## config.mk

```make
export PLATFORM = sky130hd
export DESIGN_NAME = ssf_ctrl
export DESIGN_NICKNAME = d
export VERILOG_FILES = /design/src/ssf_pkg.sv /design/src/ssf_ctrl.sv
export SDC_FILE = /design/constraint.sdc
export NUM_CORES = 1
export LEC_CHECK = 0
export BUFFER_PORTS_ARGS = -buffer_cell sky130_fd_sc_hd__buf_4
export CELL_PAD_IN_SITES_DETAIL_PLACEMENT = 0
export CELL_PAD_IN_SITES_GLOBAL_PLACEMENT = 2
export CORE_AREA = 4 4 41 43
export DETAILED_ROUTE_END_ITERATION = 12
export DIE_AREA = 0 0 45 47
export PLACE_DENSITY = 0.62
export SLEW_MARGIN = 20
export SYNTH_ARGS = -nofsm -noshare
export SYNTH_HDL_FRONTEND = slang
export SYNTH_SLANG_ARGS = --single-unit
```

## constraint.sdc

```tcl
create_clock -name clk -period 1.6 [get_ports clk]
set_input_delay 0.32 -clock clk [delete_from_list [all_inputs] [get_ports clk]]
set_output_delay 0.32 -clock clk [all_outputs]
set_load 0.02 [all_outputs]
```

## src/ssf_pkg.sv

```systemverilog
// Shared types and constants for the segment size filter.
package ssf_pkg;

	localparam int LBL_W   = 16;
	localparam int SIZE_W  = 11;
	localparam int POS_W   = 10;
	localparam int IDX_W   = 30;
	localparam int TOTAL_W = 31;
	localparam int LIMIT_W = 32;
	localparam int DATA_W  = 32;
	localparam int ADDR_W  = 4;

	localparam logic [SIZE_W-1:0] MAX_SIZE = 11'd1024;

	typedef enum logic [1:0] {
		OP_COUNT  = 2'd0,
		OP_FILTER = 2'd1,
		OP_CLEAR  = 2'd2,
		OP_NONE   = 2'd3
	} opcode_t;

	typedef enum logic [1:0] {
		REG_SIZE_X     = 2'd0,
		REG_SIZE_Y     = 2'd1,
		REG_SIZE_Z     = 2'd2,
		REG_SIZE_LIMIT = 2'd3
	} reg_index_t;

	typedef enum logic [1:0] {
		ST_CLEAR,
		ST_IDLE,
		ST_LOAD,
		ST_EXEC
	} state_t;

	typedef struct packed {
		logic accept;
		logic load;
		logic exec_count;
		logic exec_filter;
		logic exec_clear;
		logic clr_step;
	} cmd_t;

	typedef struct packed {
		opcode_t op;
		logic    clr_done;
		logic    out_busy;
	} status_t;

endpackage

```

## src/ssf_ctrl.sv

```systemverilog
// Controller state machine sequencing clears and per-item read-modify-write.
module ssf_ctrl import ssf_pkg::*; (
	input  logic    clk,
	input  logic    arst_n,
	input  logic    item_valid,
	output logic    item_ready,
	input  status_t status,
	output cmd_t    cmd
);

	state_t state_q, state_d;

	always_ff @(posedge clk or negedge arst_n) begin
		if (!arst_n) begin
			state_q <= ST_CLEAR;
		end else begin
			state_q <= state_d;
		end
	end

	always_comb begin
		state_d = state_q;
		case (state_q)
			ST_CLEAR: begin
				if (status.clr_done) begin
					state_d = ST_IDLE;
				end
			end
			ST_IDLE: begin
				if (item_valid) begin
					state_d = ST_LOAD;
				end
			end
			ST_LOAD: begin
				state_d = ST_EXEC;
			end
			ST_EXEC: begin
				case (status.op)
					OP_CLEAR:  state_d = ST_CLEAR;
					OP_FILTER: state_d = status.out_busy ? ST_EXEC : ST_IDLE;
					default:   state_d = ST_IDLE;
				endcase
			end
			default: state_d = ST_CLEAR;
		endcase
	end

	always_comb begin
		cmd        = '0;
		item_ready = 1'b0;
		case (state_q)
			ST_CLEAR: begin
				cmd.clr_step = 1'b1;
			end
			ST_IDLE: begin
				item_ready = 1'b1;
				cmd.accept = item_valid;
			end
			ST_LOAD: begin
				cmd.load = 1'b1;
			end
			ST_EXEC: begin
				cmd.exec_count  = (status.op == OP_COUNT);
				cmd.exec_filter = (status.op == OP_FILTER) && !status.out_busy;
				cmd.exec_clear  = (status.op == OP_CLEAR);
			end
			default: ;
		endcase
	end

endmodule

```

==> qor.yml <==
worst_setup_path:
  crit_family: "flip-flops"
  slowest_stage: "dfrtp_1"
  cp-end-kind: "primary output"
  cp.arrival_ns: 1.16
  cpPeakStageDelay_ns: 0.41
  crit_buf_inv: 1
  cp_max_fo: 7
  critPathKind: "reg2out"
  startpoint_type: "flip-flop"
  crit_chain: "nand2_1 > nor4b_2 > buf_4"
  required_ns: 1.28
grt:
  antenna_found_initial: 0
  grt_max_degree: 9
  grt_pass1_vias: 176
  grtUsageTotal_pct: 5.77
  grt_pass1_wl_um: 738
  gr-total-overflow: 0
clock_tree:
  post_cts_buffers: 0
  insertion_delay_ns: 0.22
  cts-buffers-inserted: 3
  cts.sinks: 2
  ctsLongestPathBuffers: 2
  clk_pin_slew_ns: 0.03
  root_buffer: "clkbuf_4"
  cts_tree: "built"
  cts_max_level: 1
floorplanning:
  core-area_mm2: 0.00130
  die_y_um: 47
  num_io_pins: 14
  rows: 13
  fp.dieW_um: 45
  start_util_pct: 10.1
  dieArea_mm2: 0.00212
drt:
  drt-total-wl_um: 464
  wire_per_inst_um: 10.1
  drtAntennaViolNets: 0
  drc: 0
  drt_iter0_drc: 4
  viasPerCell: 3.85
  vias: 177
  drtPass1Iterations: 2
synth:
  synth.yosys.seq_area_share_pct: 38.1
  synth-edff-count: 0
  synth_largest_area_cell: "dfrtp_1"
  synth.cell_area_um2: 131
  async_reset_ff_share_pct: 100
  synth_most_common_cell: "nor3_1"
  synthCells: 14
  synth_warnings: 0
  synthTopCellsByCount: "nor3_1, and2b_1, and4b_1, dfrtp_1"
  postSynthNetCount: 21
  ys_seq_elements: 2
  syn_area_per_cell_um2: 9.38
  netlist-cell-type-count: 9
  synth_flop_cell: "dfrtp_1"
  netlist_top_cells_area: "dfrtp_1, and4b_1, nor3_1"
  yosys.area.top_type_share_pct: 38.1
placement:
  post-place-ws_ns: 0.301
  portBuffers: 13
  gp_congestion: 0.727
  dp_hpwl_um: 379
pwr:
  p_per_area_mw_per_mm2: 1640
  leakage_nw: 0.148
  p_total_w: 0.000471
  peakVddDrop_mv: 0.420
sta:
  hold-worst-slack_ns: 0.380
  fin_crit_sh_pct: 92.2
  tightest_slew_ns: 0.203
  period_needed_ns: 1.48
  relSlewSlack_pct: 86.4
  layout_setup_ws_ns: 0.124
  finalMaxSlewViolations: 0
  fmax_mhz: 678
  rsz0062_at_grt: "false"
  fin_setup_tns_ns: 0
  skew_ns: 0.000780
  finalSetupViolations: 0
  finalHoldViolCount: 0
layout:
  n_fill_cell: 161
  multiInputGateArea_um2: 87.6
  largest_reg_flops: 2
  syn_to_final_growth_pct: 119
  nNetsFinal: 40
  largest_register: "state_q"
  num_antenna_cells: 0
  reg_top3: "state_q x2"
  final_core_util_pct: 22.1
  regArea_um2: 51.3
  drive_above_1_share_pct: 58.1
worst_hold_path:
  hold_path.class: "in2reg"
job:
  drv_cap: 0
status:
  status: "complete, no violations"
report_power, final:
group / internal (W) / leakage, nW / switching, W
clock network: 0.0000826 / 0.0138 / 0.0000267
registers: 0.0000772 / 0.0221 / 0.0000374
logic: 0.000119 / 0.112 / 0.000127
cell type report:
class                      instances  area share (%)
timing repair buffer              14            37.4
multi-input combinational         12            30.4
sequential                         2            17.8
clock buffer                       3            7.83
tap                               15            6.52
per-layer routing:
metal	share of wire [%]	track usage [%]	routed length, um
met3	17	4.98	77
met1	49	6.59	227
met2	34	5.37	159
met5	0	0	0
met4	0	7.02	0
worst register-to-register path: stages (launching register included):
cell and delay (ns):
dfrtp_1 0.41, and2b_1 0.22, or3_1 0.36
worst paths after layout:
kind / start / end / slack, ns / cells after the start
worst max-delay path: state_q[0]$_DFFE_PN0P_ / cmd[2] / 0.12 / 3
worst min-delay path: status[1] / state_q[0]$_DFFE_PN0P_ / 0.38 / 3
worst max register to register: state_q[0]$_DFFE_PN0P_ / state_q[1]$_DFFE_PN0P_ / 0.48 / 2
min in group asynchronous: arst_n / state_q[1]$_DFFE_PN0P_ / 0.42 / 2
worst min register to register: state_q[1]$_DFFE_PN0P_ / state_q[0]$_DFFE_PN0P_ / 0.63 / 2
max in group asynchronous: arst_n / state_q[1]$_DFFE_PN0P_ / 1.08 / 2
through the flow:
stage,cells,area [um^2]
3_3_place_gp,42,248
2_1_floorplan,14,131
6_report,46,288
5_1_grt,46,288
4_1_cts,46,280
3_5_place_dp,42,248
timing repair:
action / 4_1_cts / 5_1_grt
gates resized for setup: 0 / 2
hold buffers: 1 / 0
endpoints found under the setup margin: 0 / 1
hold endpoints to repair: 2 / 0
kinds of logic (layout without fill, tap and decap cells):
kind of cell	after synthesis	count (layout)	synth area share (%)
AND/OR/NAND/NOR	12	12	61.9
flip-flops	2	2	38.1
buffers and inverters	0	17	0
cells in the final DEF, fill, tap and decap left out, types with 2 or more instances in the layout:
master	netlist	final
and2b_1	2	2
and4b_1	2	2
buf_4	0	13
clkbuf_4	0	3
nor3_1	3	3
No activity file was read; power rests on OpenSTA's default activity.
