==> config.mk <==
export PLATFORM = sky130hd
export DESIGN_NAME = ssf_regs
export DESIGN_NICKNAME = d
export VERILOG_FILES = /design/src/ssf_pkg.sv /design/src/ssf_regs.sv
export SDC_FILE = /design/constraint.sdc
export NUM_CORES = 1
export LEC_CHECK = 0
export BUFFER_PORTS_ARGS = -buffer_cell sky130_fd_sc_hd__buf_2
export CAP_MARGIN = 20
export CORE_ASPECT_RATIO = 1.5
export CORE_MARGIN = 3
export CORE_UTILIZATION = 60
export CTS_CLUSTER_DIAMETER = 60
export CTS_CLUSTER_SIZE = 25
export DETAILED_ROUTE_END_ITERATION = 8
export PLACE_DENSITY = 0.77
export SLEW_MARGIN = 20
export SYNTH_ARGS = -nofsm -noshare
export SYNTH_HDL_FRONTEND = slang
export SYNTH_SLANG_ARGS = --single-unit
==> constraint.sdc <==
create_clock -name clk -period 7.25 [get_ports clk]
set_input_delay 0.3625 -clock clk [delete_from_list [all_inputs] [get_ports clk]]
set_output_delay 0.3625 -clock clk [all_outputs]
set_load 0.1 [all_outputs]
==> src/ssf_pkg.sv <==
// Shared types and constants for the segment size filter.
package ssf_pkg;

	localparam int LBL_W   = 16;
	localparam int SIZE_W  = 11;
	localparam int POS_W   = 10;
	localparam int IDX_W   = 30;
	localparam int TOTAL_W = 31;
	localparam int LIMIT_W = 32;
	localparam int DATA_W  = 32;
	localparam int ADDR_W  = 4;

	localparam logic [SIZE_W-1:0] MAX_SIZE = 11'd1024;

	typedef enum logic [1:0] {
		OP_COUNT  = 2'd0,
		OP_FILTER = 2'd1,
		OP_CLEAR  = 2'd2,
		OP_NONE   = 2'd3
	} opcode_t;

	typedef enum logic [1:0] {
		REG_SIZE_X     = 2'd0,
		REG_SIZE_Y     = 2'd1,
		REG_SIZE_Z     = 2'd2,
		REG_SIZE_LIMIT = 2'd3
	} reg_index_t;

	typedef enum logic [1:0] {
		ST_CLEAR,
		ST_IDLE,
		ST_LOAD,
		ST_EXEC
	} state_t;

	typedef struct packed {
		logic accept;
		logic load;
		logic exec_count;
		logic exec_filter;
		logic exec_clear;
		logic clr_step;
	} cmd_t;

	typedef struct packed {
		opcode_t op;
		logic    clr_done;
		logic    out_busy;
	} status_t;

endpackage

==> src/ssf_regs.sv <==
// Configuration registers, APB access and derived volume geometry.
module ssf_regs import ssf_pkg::*; (
	input  logic               clk,
	input  logic               arst_n,
	input  logic               psel,
	input  logic               penable,
	input  logic               pwrite,
	input  logic [ADDR_W-1:0]  paddr,
	input  logic [DATA_W-1:0]  pwdata,
	output logic [DATA_W-1:0]  prdata,
	output logic [POS_W-1:0]   last_x,
	output logic [POS_W-1:0]   last_y,
	output logic [POS_W-1:0]   last_z,
	output logic [TOTAL_W-1:0] total,
	output logic [LIMIT_W-1:0] size_limit
);

	logic [SIZE_W-1:0]  size_x_q, size_y_q, size_z_q;
	logic [LIMIT_W-1:0] size_limit_q;
	logic [SIZE_W-1:0]  eff_x, eff_y, eff_z;
	logic [21:0]        xy_full;
	logic [20:0]        xy_q;
	logic [31:0]        total_full;
	logic [TOTAL_W-1:0] total_q;
	logic               wr_en;
	reg_index_t         idx;

	function automatic logic [SIZE_W-1:0] eff_size(input logic [SIZE_W-1:0] v);
		logic [SIZE_W-1:0] r;
		if (v == '0) begin
			r = SIZE_W'(1);
		end else if (v > MAX_SIZE) begin
			r = MAX_SIZE;
		end else begin
			r = v;
		end
		return r;
	endfunction

	assign idx   = reg_index_t'(paddr[3:2]);
	assign wr_en = psel && penable && pwrite;

	always_ff @(posedge clk or negedge arst_n) begin
		if (!arst_n) begin
			size_x_q     <= SIZE_W'(1);
			size_y_q     <= SIZE_W'(1);
			size_z_q     <= SIZE_W'(1);
			size_limit_q <= '0;
		end else if (wr_en) begin
			case (idx)
				REG_SIZE_X:     size_x_q     <= pwdata[SIZE_W-1:0];
				REG_SIZE_Y:     size_y_q     <= pwdata[SIZE_W-1:0];
				REG_SIZE_Z:     size_z_q     <= pwdata[SIZE_W-1:0];
				REG_SIZE_LIMIT: size_limit_q <= pwdata[LIMIT_W-1:0];
				default: ;
			endcase
		end
	end

	always_comb begin
		case (idx)
			REG_SIZE_X:     prdata = {21'b0, size_x_q};
			REG_SIZE_Y:     prdata = {21'b0, size_y_q};
			REG_SIZE_Z:     prdata = {21'b0, size_z_q};
			REG_SIZE_LIMIT: prdata = size_limit_q;
			default:        prdata = '0;
		endcase
	end

	assign eff_x = eff_size(size_x_q);
	assign eff_y = eff_size(size_y_q);
	assign eff_z = eff_size(size_z_q);

	assign last_x = POS_W'(eff_x - SIZE_W'(1));
	assign last_y = POS_W'(eff_y - SIZE_W'(1));
	assign last_z = POS_W'(eff_z - SIZE_W'(1));

	// The voxel total is rebuilt every cycle in two multiply stages.
	assign xy_full    = {11'b0, eff_x} * {11'b0, eff_y};
	assign total_full = {11'b0, xy_q} * {21'b0, eff_z};

	always_ff @(posedge clk or negedge arst_n) begin
		if (!arst_n) begin
			xy_q    <= 21'd1;
			total_q <= TOTAL_W'(1);
		end else begin
			xy_q    <= xy_full[20:0];
			total_q <= total_full[TOTAL_W-1:0];
		end
	end

	assign total      = total_q;
	assign size_limit = size_limit_q;

endmodule

==> impl_results.md <==
* Post-DP Area at 17300 sq um
* Synth-to-Final Area Change at 10.5%
* Die Wd at 140 microns
* Status: finished, violations left
* CTS tree: yes
* CP Launch Point: size_z_q[3]
* Fill cells at 2137
* Synth area leader: fa_1
* Pin count of the biggest net entering global routing at 63
* Seq/Total Area, Yosys at 0.181
* Netlist cell types at 60
* Final worst-path cycle share at 0.872
* Post-synth EDFFs at 0
* Main flop type after synthesis: dfrtp_1
* Post-Route Setup TNS at 0 ns
* Number of global-route vias before repair at 13200
* Mapped Cells at 1716
* RR Endpoint: total[27]
* Initial antenna violation count at 1
* Synth top area share at 0.307
* RD Place Congestion at 0.934
* FMAX at 0.158 GHz
* Critical path peak fanout at 26
* Setup crit end kind: register
* Number of buffers created by CTS at 17
* Design area at 17900 sq um
* Nets at 2252
* H-Tree Depth at 4
* Vias per inst at 5.50
* Total number of cells along the worst setup path at 17
* Synth Register Bits at 117
* CP cell instances: nor2b_2 > nand2_1 > fa_1 > inv_1 > fa_1 > inv_1 > fa_1 > inv_1 > fa_1 > inv_1 > fa_1 > inv_1 > ha_1 > a2111oi_0 > nand2_1 > o31a_1 > a311oi_1
* Relative slew slack at 0.268
* Post-synth net total at 2132
* Worst r2r path cells at 17
* Cells resized by post-CTS repair at 0
* Area contributors post-synth: fa_1 31%, dfrtp_1 17%, ha_1 9.8%
* Final hold viol count at 2
* Post-CTS Setup Bufs at 0
* Worst-margin pin slew at 1.09 ns
* Yosys warning count at 0
* I/O Pins at 166
* FP Rows at 73
* FFs w/ async S/R, synth at 1.00
* Clk slew on worst S/H paths at 0.06 ns
* GRT overflow at 0
* Startpoint Class: register
* Setup crit end: total[27]
* Core Region at 26500 sq um
* Later-pin clock latency in the skew report at 0.44 ns
* Max-slew violation count at 0
* RSZ-0062 raised after global routing: no
* CP max stage delay at 0.90 ns
* Reg2reg start: size_z_q[3]
* Global-route wire length before repair at 64500 microns
* Routed WL at 38100 microns
* Root Driver: clkbuf_16
* Family with the most delay on the worst path: adder cells
* Remaining antenna violation count at 0
* WL per Instance at 17.4 microns
* Clock Path Buffers at 2
* # setup viols final at 0
* Setup Skew at 0.0116 ns
* Dpl hpwl at 30600 microns
* Worst EP arrival at 6.65 ns
* Clock Sinks at 117
* Final Hold Slack at -0.00193 ns
* Share of cells above drive strength 1 at 0.166
* Max-cap violations at 0
* DRC Markers at 0
* Buffers added on ports at 163
* # hold bufs at CTS at 0
* Synthesized area at 16200 sq um
* Critical path's slowest cell: nor2b_2
* Via count at 12000
* DR iter-0 viols at 446
* Hold WC Path Type: in -> async
* WP buf/inv at 5
* Die height at 207 microns
* Initial Utilization at 0.611
* Worst R2R Setup Slack at 0.93 ns
* Failing checks: negative hold slack
* Die Area at 29000 sq um
* Pre-antenna DRT Iters at 4
* Mean Syn Cell Area at 9.43 sq um
* Setup CP Type: reg -> reg
* Gr usage total at 0.275
* Post-route minimum period at 6.32 ns
* Critical Path RT at 7.58 ns
[per-stage QoR]
| step | worst slack, ns | utilization | instances |
|---|---|---|---|
| after floorplan | 1.51 | - | 1716 |
| after CTS | 1.02 | 0.675 | 2185 |
| after global placement | 1.12 | 0.651 | 2154 |
| after global routing | 0.625 | 0.675 | 2186 |
| final | 0.929 | 0.675 | 2186 |
| after detailed placement | 1.05 | 0.651 | 2154 |
[cell usage after synthesis (4+ instances only)]
library cell,n
and2_1,146
nand2_1,199
xor2_1,19
ha_1,127
o21ai_0,22
a21o_1,19
o21bai_1,6
o21a_1,6
inv_1,316
mux2_2,65
nand3_1,12
dfstp_2,5
dfrtp_1,112
and3_1,29
fa_1,248
nor3_1,18
mux4_2,11
nor2_1,72
o211ai_1,5
nor4_1,4
nand2b_1,27
xnor2_1,44
nor2b_1,36
a21oi_1,39
clkbuf_1,77
[worst register-to-register path: stages (launching register included)]
cell,delay (ns)
dfrtp_1,0.43
nor2b_2,0.91
nand2_1,0.18
fa_1,0.54
inv_1,0.05
fa_1,0.51
inv_1,0.06
fa_1,0.53
inv_1,0.05
fa_1,0.48
inv_1,0.05
fa_1,0.49
inv_1,0.05
ha_1,0.37
a2111oi_0,0.69
nand2_1,0.11
o31a_1,0.36
a311oi_1,0.35
[logic make-up after synthesis]
| logic type | synth area share |
|---|---|
| AND/OR/NAND/NOR | 0.175 |
| buffers and inverters | 0.0933 |
| adder cells (fa/ha/maj) | 0.405 |
| AO/OA/AOI/OAI | 0.0501 |
| flip-flops | 0.181 |
| multiplexers | 0.0612 |
| XOR/XNOR | 0.0341 |
[layer usage]
metal  GRT usage  vias to the layer above  wire [microns]
li1            -                     5523               -
met1       0.322                     6093           14500
met2       0.501                      329           20800
met3      0.0379                       85            1550
met4       0.116                        0            1290
met5           0                        -               0
[cell usage in the layout (no fill, tap or decap), types with 29 or more instances in the layout]
cell	synthesis	final
ha_1	127	127
nor2_1	72	71
nor2b_1	36	35
inv_1	316	316
and2_1	146	146
mux2_2	65	65
a21oi_1	39	39
xnor2_1	44	44
fa_1	248	248
dfrtp_1	112	112
and3_1	29	29
nand2_1	199	199
buf_2	3	162
[registers in the layout, indices dropped and copies added, names as in the netlist]
signal	cells
xy_q	21
total	31
size_z_q	11
size_y_q	11
size_x_q	11
size_limit	32
[how the worst min path moves through the flow]
stage	endpoint	depth (start not counted)	slack, ns
floorplan	size_limit[0]	0	0.07
global placement	xy_q[4]	1	0.48
detailed placement	xy_q[4]	1	0.49
CTS	xy_q[8]	1	0.02
global route	xy_q[8]	1	0.05
finish	xy_q[8]	1	-0.002
[area by class of cell]
type	count	area, sq um	share of cell area
multi-input combinational	1200	11700	0.657
sequential	117	2930	0.164
inverter	316	1190	0.0664
timing repair buffer	184	976	0.0546
clock buffer	17	425	0.0238
tap	337	422	0.0236
clock inverter	14	190	0.0106
antenna	1	2.50	0.000140
Power is not shown: default switching activity piles up to over one toggle a cycle in this logic, so the estimate is an artifact.
